### src/hw/rtl/ftm_pkg.sv
// ----------------------------------------------------------------------------
// ftm_pkg
// Shared types and constants for the frame timing monitor: request codes,
// fixed-point weights, the slot word layout and the arithmetic unit control.
// ----------------------------------------------------------------------------
`default_nettype none

package ftm_pkg;

  // Default number of timer slots; the last slot is the total slot.
  localparam int SLOT_COUNT_DEFAULT = 8;

  // Request codes carried in req_type.
  localparam logic [2:0] REQ_LAP       = 3'd0;
  localparam logic [2:0] REQ_LAP_TOTAL = 3'd1;
  localparam logic [2:0] REQ_FRAME     = 3'd2;
  localparam logic [2:0] REQ_CLEAR     = 3'd3;
  localparam logic [2:0] REQ_READ      = 3'd4;

  // Q0.16 smoothing weights; they sum to exactly 1.0.
  localparam logic [15:0] W_KEEP = 16'd65208;
  localparam logic [15:0] W_NEW  = 16'd328;

  // Accumulator width: a 16 x 32 product plus rounding fits in 48 bits.
  localparam int ACC_W = 48;
  localparam logic [ACC_W-1:0] ROUND_HALF = 48'd32768;

  // Reset value of the averaged frame period, 1333.33 us in Q24.8.
  localparam logic [31:0] PERIOD_RESET = 32'd341333;

  // Elapsed time saturates to 24 bits of whole microseconds.
  localparam logic [23:0] ELAPSED_MAX = 24'hFFFFFF;

  // CPU load is Q4.12, one quotient bit per divide step.
  localparam int          LOAD_W    = 16;
  localparam int          DIV_STEPS = LOAD_W;
  localparam logic [15:0] LOAD_MAX  = 16'hFFFF;

  // One slot entry of the statistics memory.
  typedef struct packed {
    logic [31:0] avg;
    logic [31:0] peak;
    logic [31:0] max;
  } slot_word_t;

  // Operations of the shared arithmetic unit.
  typedef enum logic [2:0] {
    ALU_NOP,
    ALU_MAC_FIRST,
    ALU_MAC_NEXT,
    ALU_DIV_INIT,
    ALU_DIV_STEP
  } alu_op_t;

  // Control bundle from the sequencer to the arithmetic unit.
  typedef struct packed {
    alu_op_t     op;
    logic [15:0] w;
    logic [31:0] x;
    logic [31:0] y;
  } alu_ctrl_t;

  // Elapsed time since the frame start, saturated and moved to Q24.8.
  function automatic logic [31:0] elapsed_q(input logic [31:0] now,
                                            input logic [31:0] start);
    logic [31:0] d;
    logic [23:0] s;
    d = now - start;
    s = (d[31:24] != 8'd0) ? ELAPSED_MAX : d[23:0];
    return {s, 8'h00};
  endfunction

endpackage

`default_nettype wire

### src/hw/rtl/ftm_if.sv
// ----------------------------------------------------------------------------
// ftm_if
// Valid/ready channels of the frame timing monitor: the request channel and
// the response channel.
// ----------------------------------------------------------------------------
`default_nettype none

interface ftm_req_if;
  logic        valid;
  logic        ready;
  logic [2:0]  req_type;
  logic [7:0]  timer_index;
  logic [31:0] now_us;

  modport source (output valid, output req_type, output timer_index, output now_us,
                  input ready);
  modport sink (input valid, input req_type, input timer_index, input now_us,
                output ready);
endinterface

interface ftm_rsp_if;
  logic        valid;
  logic        ready;
  logic        index_ok;
  logic [31:0] avg_time;
  logic [31:0] peak_time;
  logic [31:0] max_time;
  logic [31:0] frame_period;
  logic [15:0] cpu_load;

  modport source (output valid, output index_ok, output avg_time, output peak_time,
                  output max_time, output frame_period, output cpu_load,
                  input ready);
  modport sink (input valid, input index_ok, input avg_time, input peak_time,
                input max_time, input frame_period, input cpu_load,
                output ready);
endinterface

`default_nettype wire

### src/hw/rtl/ftm_alu.sv
// ----------------------------------------------------------------------------
// ftm_alu
// Shared arithmetic unit: a 16 x 32 multiply-accumulate with round-half-up
// seeding, and a restoring divider that yields one quotient bit per step.
// ----------------------------------------------------------------------------
`default_nettype none

module ftm_alu
  import ftm_pkg::*;
(
  input  wire logic              clk,
  input  wire alu_ctrl_t         ctrl,
  output logic      [ACC_W-1:0]  acc,
  output logic      [LOAD_W-1:0] load
);

  logic [ACC_W-1:0]  prod;
  logic [31:0]       rem;
  logic [31:0]       divisor;
  logic [15:0]       low_bits;
  logic [LOAD_W-1:0] quot;
  logic              sat;
  logic [32:0]       trial;
  logic              fits;

  // One multiplier; its result lands in the accumulator register on the multiply-accumulate operations.
  assign prod = ACC_W'(ctrl.w) * ACC_W'(ctrl.x);

  // Shift the next dividend bit into the remainder and test the divisor.
  assign trial = {rem, low_bits[15]};
  assign fits  = (trial >= {1'b0, divisor});

  always_ff @(posedge clk) begin
    case (ctrl.op)
      ALU_MAC_FIRST: acc <= ROUND_HALF + prod;
      ALU_MAC_NEXT:  acc <= acc + prod;
      ALU_DIV_INIT: begin
        // Dividend is peak << 12; the upper part seeds the remainder.
        rem      <= {4'd0, ctrl.x[31:4]};
        low_bits <= {ctrl.x[3:0], 12'd0};
        divisor  <= ctrl.y;
        quot     <= '0;
        // Quotient would not fit in 16 bits (also covers a zero period).
        sat      <= ({4'd0, ctrl.x} >= {ctrl.y, 4'd0});
      end
      ALU_DIV_STEP: begin
        rem      <= fits ? 32'(trial - {1'b0, divisor}) : trial[31:0];
        low_bits <= {low_bits[14:0], 1'b0};
        quot     <= {quot[LOAD_W-2:0], fits};
      end
      default: begin
      end
    endcase
  end

  assign load = sat ? LOAD_MAX : quot;

endmodule

`default_nettype wire

### src/hw/rtl/ftm_slot_mem.sv
// ----------------------------------------------------------------------------
// ftm_slot_mem
// Per-slot statistics memory (average, peak, maximum) with one write port,
// one registered read port and reset-cleared valid bits.
// ----------------------------------------------------------------------------
`default_nettype none

module ftm_slot_mem
  import ftm_pkg::*;
#(
  parameter int SLOT_COUNT = SLOT_COUNT_DEFAULT,
  parameter int SW         = $clog2(SLOT_COUNT)
)(
  input  wire logic          clk,
  input  wire logic          rst,
  input  wire logic          we,
  input  wire logic [SW-1:0] waddr,
  input  wire slot_word_t    wdata,
  input  wire logic          re,
  input  wire logic [SW-1:0] raddr,
  output slot_word_t         rdata
);

  slot_word_t            mem [SLOT_COUNT];
  logic [SLOT_COUNT-1:0] valid;
  slot_word_t            rd_word;
  logic                  rd_valid;

  // Storage and registered read.
  always_ff @(posedge clk) begin
    if (we) begin
      mem[waddr] <= wdata;
    end
    if (re) begin
      rd_word <= mem[raddr];
    end
  end

  // Valid bits: an entry never written reads as zero.
  always_ff @(posedge clk) begin
    if (rst) begin
      valid    <= '0;
      rd_valid <= 1'b0;
    end else begin
      if (we) begin
        valid[waddr] <= 1'b1;
      end
      if (re) begin
        rd_valid <= valid[raddr];
      end
    end
  end

  assign rdata = rd_valid ? rd_word : '0;

endmodule

`default_nettype wire

### src/hw/rtl/frame_timing_monitor_unit.sv
// ----------------------------------------------------------------------------
// frame_timing_monitor_unit
// Processing-time monitor: slot laps, frame resets, clears and reads, with
// smoothed averages, decaying peaks, maxima and a CPU load figure.
// ----------------------------------------------------------------------------
// The block takes one request at a time. req is ready again once the
// result is registered. After every request the divider recomputes the
// CPU load: one setup step and sixteen bit-per-step passes. Laps and later
// frame resets also pass through the single 16 x 32 multiply-accumulate
// unit that blends averages, decays peaks and smooths the frame period.
// The result sits in an output register, so a new request is taken while
// the previous result still waits to be read.
`default_nettype none

module frame_timing_monitor_unit
  import ftm_pkg::*;
#(
  parameter int SLOT_COUNT = SLOT_COUNT_DEFAULT
)(
  input wire logic  clk,
  input wire logic  rst,
  ftm_req_if.sink   req,
  ftm_rsp_if.source rsp
);

  localparam int          SW      = $clog2(SLOT_COUNT);
  localparam logic [7:0]  N_SLOTS = 8'(SLOT_COUNT);
  localparam logic [7:0]  N_LAPS  = 8'(SLOT_COUNT - 1);
  localparam logic [SW-1:0] LAST  = SW'(SLOT_COUNT - 1);

  // Sequencer states.
  localparam logic [3:0] S_IDLE  = 4'd0;
  localparam logic [3:0] S_AVG0  = 4'd1;
  localparam logic [3:0] S_AVG1  = 4'd2;
  localparam logic [3:0] S_PK    = 4'd3;
  localparam logic [3:0] S_WB    = 4'd4;
  localparam logic [3:0] S_PER0  = 4'd5;
  localparam logic [3:0] S_PER1  = 4'd6;
  localparam logic [3:0] S_PERWB = 4'd7;
  localparam logic [3:0] S_CLR   = 4'd8;
  localparam logic [3:0] S_RDX   = 4'd9;
  localparam logic [3:0] S_DIV0  = 4'd10;
  localparam logic [3:0] S_DIV   = 4'd11;
  localparam logic [3:0] S_FIN   = 4'd12;

  logic [3:0]  state;
  logic [3:0]  state_next;
  logic [3:0]  cnt;
  logic        accept;

  logic [SW-1:0] in_slot;
  logic          in_ok;

  logic [SW-1:0] slot;
  logic          res_ok;
  logic [31:0]   res_avg;
  logic [31:0]   res_peak;
  logic [31:0]   res_max;
  logic [31:0]   sample;
  logic [31:0]   avg_new;
  logic [31:0]   period;
  logic [31:0]   frame_start;
  logic          started;
  logic [31:0]   total_peak;

  logic          out_valid;
  logic          out_ok;
  logic [31:0]   out_avg;
  logic [31:0]   out_peak;
  logic [31:0]   out_max;
  logic [31:0]   out_period;
  logic [15:0]   out_load;

  alu_ctrl_t         alu_ctrl;
  logic [ACC_W-1:0]  acc;
  logic [LOAD_W-1:0] load;
  logic [31:0]       acc_q;
  logic [31:0]       peak_new;
  logic [31:0]       max_new;

  logic          mem_we;
  slot_word_t    mem_wdata;
  slot_word_t    rd;

  assign accept    = req.valid && req.ready;
  assign req.ready = (state == S_IDLE);
  assign acc_q     = acc[47:16];

  // Decode the addressed slot of an incoming request.
  always_comb begin
    in_slot = req.timer_index[SW-1:0];
    in_ok   = 1'b0;
    unique case (req.req_type) inside
      REQ_LAP:            in_ok = (req.timer_index < N_LAPS);
      REQ_LAP_TOTAL: begin
        in_slot = LAST;
        in_ok   = 1'b1;
      end
      REQ_FRAME:          in_ok = 1'b1;
      REQ_CLEAR, REQ_READ: in_ok = (req.timer_index < N_SLOTS);
      default:            in_ok = 1'b0;
    endcase
  end

  // Next state.
  always_comb begin
    state_next = state;
    unique case (state)
      S_IDLE: begin
        if (accept) begin
          state_next = S_DIV0;
          case (req.req_type) inside
            REQ_LAP, REQ_LAP_TOTAL: if (in_ok) state_next = S_AVG0;
            REQ_FRAME:              if (started) state_next = S_PER0;
            REQ_CLEAR:              if (in_ok) state_next = S_CLR;
            REQ_READ:               if (in_ok) state_next = S_RDX;
            default:                state_next = S_DIV0;
          endcase
        end
      end
      S_AVG0:  state_next = S_AVG1;
      S_AVG1:  state_next = S_PK;
      S_PK:    state_next = S_WB;
      S_WB:    state_next = S_DIV0;
      S_PER0:  state_next = S_PER1;
      S_PER1:  state_next = S_PERWB;
      S_PERWB: state_next = S_DIV0;
      S_CLR:   state_next = S_DIV0;
      S_RDX:   state_next = S_DIV0;
      S_DIV0:  state_next = S_DIV;
      S_DIV: begin
        if (cnt == 4'(DIV_STEPS - 1)) state_next = S_FIN;
      end
      S_FIN: begin
        if (!out_valid || rsp.ready) state_next = S_IDLE;
      end
      default: state_next = S_IDLE;
    endcase
  end

  // Arithmetic unit control for each step.
  always_comb begin
    alu_ctrl = '{op: ALU_NOP, w: W_KEEP, x: '0, y: '0};
    unique case (state) inside
      S_AVG0: begin
        alu_ctrl.op = ALU_MAC_FIRST;
        alu_ctrl.x  = rd.avg;
      end
      S_AVG1, S_PER1: begin
        alu_ctrl.op = ALU_MAC_NEXT;
        alu_ctrl.w  = W_NEW;
        alu_ctrl.x  = sample;
      end
      S_PK: begin
        alu_ctrl.op = ALU_MAC_FIRST;
        alu_ctrl.x  = rd.peak;
      end
      S_PER0: begin
        alu_ctrl.op = ALU_MAC_FIRST;
        alu_ctrl.x  = period;
      end
      S_DIV0: begin
        alu_ctrl.op = ALU_DIV_INIT;
        alu_ctrl.x  = total_peak;
        alu_ctrl.y  = period;
      end
      S_DIV:   alu_ctrl.op = ALU_DIV_STEP;
      default: alu_ctrl.op = ALU_NOP;
    endcase
  end

  // New peak and maximum of a lap.
  assign peak_new = (sample > acc_q) ? sample : acc_q;
  assign max_new  = (sample > rd.max) ? sample : rd.max;

  // Slot memory write: lap write-back or clear.
  always_comb begin
    mem_we    = 1'b0;
    mem_wdata = '0;
    if (state == S_WB) begin
      mem_we    = 1'b1;
      mem_wdata = '{avg: avg_new, peak: peak_new, max: max_new};
    end else if (state == S_CLR) begin
      mem_we = 1'b1;
    end
  end

  ftm_alu u_alu (
    .clk  (clk),
    .ctrl (alu_ctrl),
    .acc  (acc),
    .load (load)
  );

  ftm_slot_mem #(
    .SLOT_COUNT (SLOT_COUNT),
    .SW         (SW)
  ) u_mem (
    .clk   (clk),
    .rst   (rst),
    .we    (mem_we),
    .waddr (slot),
    .wdata (mem_wdata),
    .re    (accept),
    .raddr (in_slot),
    .rdata (rd)
  );

  // Control state and the monitor's global registers.
  always_ff @(posedge clk) begin
    if (rst) begin
      state       <= S_IDLE;
      cnt         <= '0;
      period      <= PERIOD_RESET;
      frame_start <= '0;
      started     <= 1'b0;
      total_peak  <= '0;
      out_valid   <= 1'b0;
    end else begin
      state <= state_next;
      if (state == S_DIV0) begin
        cnt <= '0;
      end else if (state == S_DIV) begin
        cnt <= cnt + 4'd1;
      end
      if (accept && req.req_type == REQ_FRAME) begin
        frame_start <= req.now_us;
        started     <= 1'b1;
      end
      if (state == S_PERWB) begin
        period <= acc_q;
      end
      if (state == S_WB && slot == LAST) begin
        total_peak <= peak_new;
      end else if (state == S_CLR && slot == LAST) begin
        total_peak <= '0;
      end
      if (state == S_FIN && (!out_valid || rsp.ready)) begin
        out_valid <= 1'b1;
      end else if (rsp.ready) begin
        out_valid <= 1'b0;
      end
    end
  end

  // Per-request working registers and the result register.
  always_ff @(posedge clk) begin
    if (accept) begin
      slot     <= in_slot;
      res_ok   <= in_ok;
      sample   <= elapsed_q(req.now_us, frame_start);
      res_avg  <= '0;
      res_peak <= '0;
      res_max  <= '0;
    end
    if (state == S_PK) begin
      avg_new <= acc_q;
    end
    if (state == S_WB) begin
      res_avg  <= avg_new;
      res_peak <= peak_new;
      res_max  <= max_new;
    end
    if (state == S_RDX) begin
      res_avg  <= rd.avg;
      res_peak <= rd.peak;
      res_max  <= rd.max;
    end
    if (state == S_FIN && (!out_valid || rsp.ready)) begin
      out_ok     <= res_ok;
      out_avg    <= res_avg;
      out_peak   <= res_peak;
      out_max    <= res_max;
      out_period <= period;
      out_load   <= load;
    end
  end

  assign rsp.valid        = out_valid;
  assign rsp.index_ok     = out_ok;
  assign rsp.avg_time     = out_avg;
  assign rsp.peak_time    = out_peak;
  assign rsp.max_time     = out_max;
  assign rsp.frame_period = out_period;
  assign rsp.cpu_load     = out_load;

endmodule

`default_nettype wire

### src/flat_wrapper.sv
// flat-port wrapper written by rule: the top's interface ports become plain ports
module frame_timing_monitor_unit_flat import ftm_pkg::*;
#(
  parameter int SLOT_COUNT = SLOT_COUNT_DEFAULT
)
  (clk, rst, req_valid, req_req_type, req_timer_index, req_now_us, req_ready, rsp_valid, rsp_index_ok, rsp_avg_time, rsp_peak_time, rsp_max_time, rsp_frame_period, rsp_cpu_load, rsp_ready);
  ftm_req_if req_i ();
  ftm_rsp_if rsp_i ();
  input wire logic clk;
  input wire logic rst;
  input wire logic [$bits(req_i.valid)-1:0] req_valid;
  input wire logic [$bits(req_i.req_type)-1:0] req_req_type;
  input wire logic [$bits(req_i.timer_index)-1:0] req_timer_index;
  input wire logic [$bits(req_i.now_us)-1:0] req_now_us;
  output wire logic [$bits(req_i.ready)-1:0] req_ready;
  output wire logic [$bits(rsp_i.valid)-1:0] rsp_valid;
  output wire logic [$bits(rsp_i.index_ok)-1:0] rsp_index_ok;
  output wire logic [$bits(rsp_i.avg_time)-1:0] rsp_avg_time;
  output wire logic [$bits(rsp_i.peak_time)-1:0] rsp_peak_time;
  output wire logic [$bits(rsp_i.max_time)-1:0] rsp_max_time;
  output wire logic [$bits(rsp_i.frame_period)-1:0] rsp_frame_period;
  output wire logic [$bits(rsp_i.cpu_load)-1:0] rsp_cpu_load;
  input wire logic [$bits(rsp_i.ready)-1:0] rsp_ready;
  assign req_i.valid = req_valid;
  assign req_i.req_type = req_req_type;
  assign req_i.timer_index = req_timer_index;
  assign req_i.now_us = req_now_us;
  assign req_ready = req_i.ready;
  assign rsp_valid = rsp_i.valid;
  assign rsp_index_ok = rsp_i.index_ok;
  assign rsp_avg_time = rsp_i.avg_time;
  assign rsp_peak_time = rsp_i.peak_time;
  assign rsp_max_time = rsp_i.max_time;
  assign rsp_frame_period = rsp_i.frame_period;
  assign rsp_cpu_load = rsp_i.cpu_load;
  assign rsp_i.ready = rsp_ready;
  frame_timing_monitor_unit #(.SLOT_COUNT(SLOT_COUNT)) u_core (.clk(clk), .rst(rst), .req(req_i), .rsp(rsp_i));
endmodule
### config.mk
export PLATFORM = sky130hd
export DESIGN_NAME = frame_timing_monitor_unit_flat
export DESIGN_NICKNAME = d
export VERILOG_FILES = /design/src/hw/rtl/ftm_pkg.sv /design/src/hw/rtl/ftm_if.sv /design/src/hw/rtl/ftm_alu.sv /design/src/hw/rtl/ftm_slot_mem.sv /design/src/hw/rtl/frame_timing_monitor_unit.sv /design/src/flat_wrapper.sv
export SDC_FILE = /design/constraint.sdc
export NUM_CORES = 2
export LEC_CHECK = 0
export BUFFER_PORTS_ARGS = -buffer_cell sky130_fd_sc_hd__buf_2
export CAP_MARGIN = 25
export CORE_ASPECT_RATIO = 1.5
export CORE_MARGIN = 1.5
export CORE_UTILIZATION = 60
export DETAILED_ROUTE_END_ITERATION = 8
export PLACE_DENSITY_LB_ADDON = 0.05
export SLEW_MARGIN = 20
export SYNTH_ARGS = -nofsm -noshare
export SYNTH_HDL_FRONTEND = slang
export SYNTH_SLANG_ARGS = --single-unit
### constraint.sdc
create_clock -name clk -period 37.9 [get_ports clk]
set_input_delay 1.895 -clock clk [delete_from_list [all_inputs] [get_ports clk]]
set_output_delay 1.895 -clock clk [all_outputs]
set_load 0.02 [all_outputs]
==> metrics.md <==
| Metric | Value |
|---|---|
| Slowest stage delay, CP | around 0.8 ns |
| Crit path max-delay cell type | nor2_4 |
| Largest regs | u_core.u_mem.mem: 768 flops, u_core.u_mem.rd_word: 96 flops, u_core.u_alu.acc: 45 flops |
| Netlist Area Pre-Place | approximately 0.073 mm^2 |
| Yosys cell types | just under 100 |
| Critical path buffers and inverters | 2 |
| Final antenna-violating net count | 0 |
| Clock tree buffer depth | 3 |
| Die Y | around 430 um |
| Worst slew margin | between 10% and 20% |
| Buffers added on ports | 193 |
| Post-layout util | 66.7% |
| Slew at the pin closest to its max-slew limit | between 1 and 1.5 ns |
| Share of Yosys cell area claimed by the top area cell type | ~53% |
| Status | completed |
| Tot GR Track Use | about a third |
| Min Clock Period, post-route | roughly 12 ns |
| CTS Buf Count | between 100 and 150 |
| Mean Syn Cell Area | approximately 12 um^2 |
| Hold Vio Cnt, Final | 0 |
| Final Net Count | 6,936 |
| CTS resizes | 0 |
| DRC errors left | 0 |
| Die Footprint | between 0.1 and 0.15 mm^2 |
| H-tree levels | 4 |
| Later-pin clock latency in the skew report | 0.80 ns |
| Global-route wire length before repair | between 300,000 and 400,000 um |
| Number of synthesized flops with an enable pin | 1,295 |
| Required @ worst endpoint | a little under 40 ns |
| Worst-path fanout max | 65 |
| Slew Viols, Final | 0 |
| Max Cap Viol | 0 |
| Core area | between 0.1 and 0.15 mm^2 |
| Total negative slack | 0 ns |
| DR WL/cell | roughly 27 um |
| Max frequency | 86.2 MHz |
| Largest register FFs | approximately 770 |
| Critical path arrival | approximately 12 ns |
| Crit-path leading delay family | adder cells |
| Post-synthesis sequential area ratio | 56.2% |
| Row count | ~160 |
| Drt first-iter violations | between 5,000 and 6,000 |
| Ys async rst share | 0% |
| Seq cells post-synth | 1,410 |
| Crit Path Class | reg2reg |
| Final Cycle Share | 30.6% |
| Global route overflow | 0 |
| Initial Util | between 60% and 70% |
| Ranking of synthesized cells by area | edfxtp_1 (53%), ha_1 (6.5%), fa_1 (6.2%), nand2_1 (3.8%), dfxtp_1 (3.1%) |
| CTS tree | built |
| Post-CTS Setup Inserts | 0 |
| Fraction of layout cells with a size suffix above 1 | between 10% and 20% |
| Setup violators final | 0 |
| Yosys warns | 0 |
| Via count | 49,900 |
| Dpl hpwl | 145,000 um |
| CTS root buffer | clkbuf_16 |
| Most used DFF post-synth | edfxtp_1 |
| Vias in the first global route | between 40,000 and 50,000 |
| FILL cells | 9,017 |
| Reg with most FFs | u_core.u_mem.mem |
| Unrepaired setup endpoints after global routing | false |
| Worst setup EP type | flip-flop |
| Hold buffer count at cts | 0 |
| Die Width | around 290 um |
| Reg clk slew, reported paths | around 0.060 ns |
| Layout area overhead | 9.97% |
| Synth area leader | edfxtp_1 |
| Clock Sink Count | ~1,400 |
| Setup Skew | between 0.05 and 0.06 ns |
| Vias per cell | roughly 6.3 |
| Hold Path Class | reg2reg |
| Io pins | just under 200 |
| DR pass1 iterations | 8 |
| Initial antenna violation count | 8 |
| Post-Route WL | around 210,000 um |
| Largest net degree at the start of global routing | 129 |
| Setup crit start kind | flip-flop |
| Gp weighted congestion | roughly 1.0 |
| Synth Instances | 6,138 |
cells by family after synthesis:
logic type | Yosys count | share of synthesized area [%]
compound gates | 1123 | 9.52
xor+xnor | 157 | 1.90
fa+ha+maj | 608 | 12.7
buf+inv | 766 | 3.95
flops | 1410 | 56.2
mux | 186 | 4.20
other cells | 1 | 0.00512
simple gates | 1887 | 11.5
path summary, 6_finish.rpt:
path                                                    from                          endpoint  slack (ns)  cells past startpoint
worst min-delay path             u_core.res_avg[9]$_DFFE_PP_  u_core.rsp.avg_time[9]$_DFFE_PP_        0.42                      0
worst min register to register   u_core.res_avg[9]$_DFFE_PP_  u_core.rsp.avg_time[9]$_DFFE_PP_        0.42                      0
worst max register to register  u_core.state[3]$_SDFFE_PP0P_    u_core.u_alu.acc[47]$_DFFE_PP_       26.30                     32
worst max-delay path            u_core.state[3]$_SDFFE_PP0P_    u_core.u_alu.acc[47]$_DFFE_PP_       26.30                     32
placed cells by master, fill, tap and decap left out, types with 26 or more instances in the layout:
master and n:
fa_1 226, clkbuf_16 136, mux4_2 97, inv_1 465, a32oi_1 27, dfxtp_1 114, o21bai_1 31, a21oi_1 249
buf_2 191, nand3_1 171, clkbuf_1 29, xor2_1 51, clkinv_2 27, o22ai_1 30, and2_1 90, a21o_1 122
o21ai_0 397, ha_1 380, nand2_1 743, mux2i_1 88, nand4_1 49, edfxtp_1 1295, or2_2 26, nor2_1 563
and3_1 38, buf_4 105, nor3_1 43, nor2b_1 27, xnor2_1 104, o21a_1 27
worst register-to-register path, delay by kind of cell (launching register included):
family                   cells  cell delay (ns)
adder cells (fa/ha/maj)      8             3.36
XOR/XNOR                     3             0.39
flip-flops                   1             0.72
buffers and inverters        2             0.86
AND/OR/NAND/NOR              9             3.08
AO/OA/AOI/OAI               10             2.97
layout make-up:
cell class	count	area (um^2)	share of cell area, %
Inverter	471	1780	2.21
Clock inverter	76	870	1.08
Tap cell	1580	1980	2.45
Antenna cell	4	10.0	0.0124
Sequential cell	1410	41200	51.2
Clock buffer	167	3540	4.40
Timing Repair Buffer	301	1840	2.28
Multi-Input combinational cell	3964	29300	36.4
per-layer routing:
metal / wire length, um / vias up / global-route usage [%]
li1: - / 22300 / -
met1: 79300 / 24800 / 44.2
met2: 101000 / 2351 / 56.6
met3: 18300 / 550 / 6.40
met4: 15200 / 4 / 21.2
met5: 28 / - / 0
metrics by stage:
stage	hold slack [ns]	instances	instance area (um^2)	setup WS [ns]
floorplan	0.400	6140	73200	20.87
global placement	0.401	7721	76100	25.92
detailed placement	0.405	7724	76100	26.49
CTS	0.417	7967	80500	26.47
global route	0.424	7969	80500	25.54
finish	0.417	7973	80500	26.30
cell usage after synthesis, types with 115 or more instances:
cell and count:
edfxtp_1 1295, nand2_1 743, nor2_1 578, inv_1 467, o21ai_0 401, ha_1 380
a21oi_1 250, clkbuf_1 239, fa_1 226, nand3_1 171, a21o_1 122, dfxtp_1 115
Power is left out: the tool's default activity adds up to more than one toggle a clock period on the data nets, which glitch-free logic cannot reach.
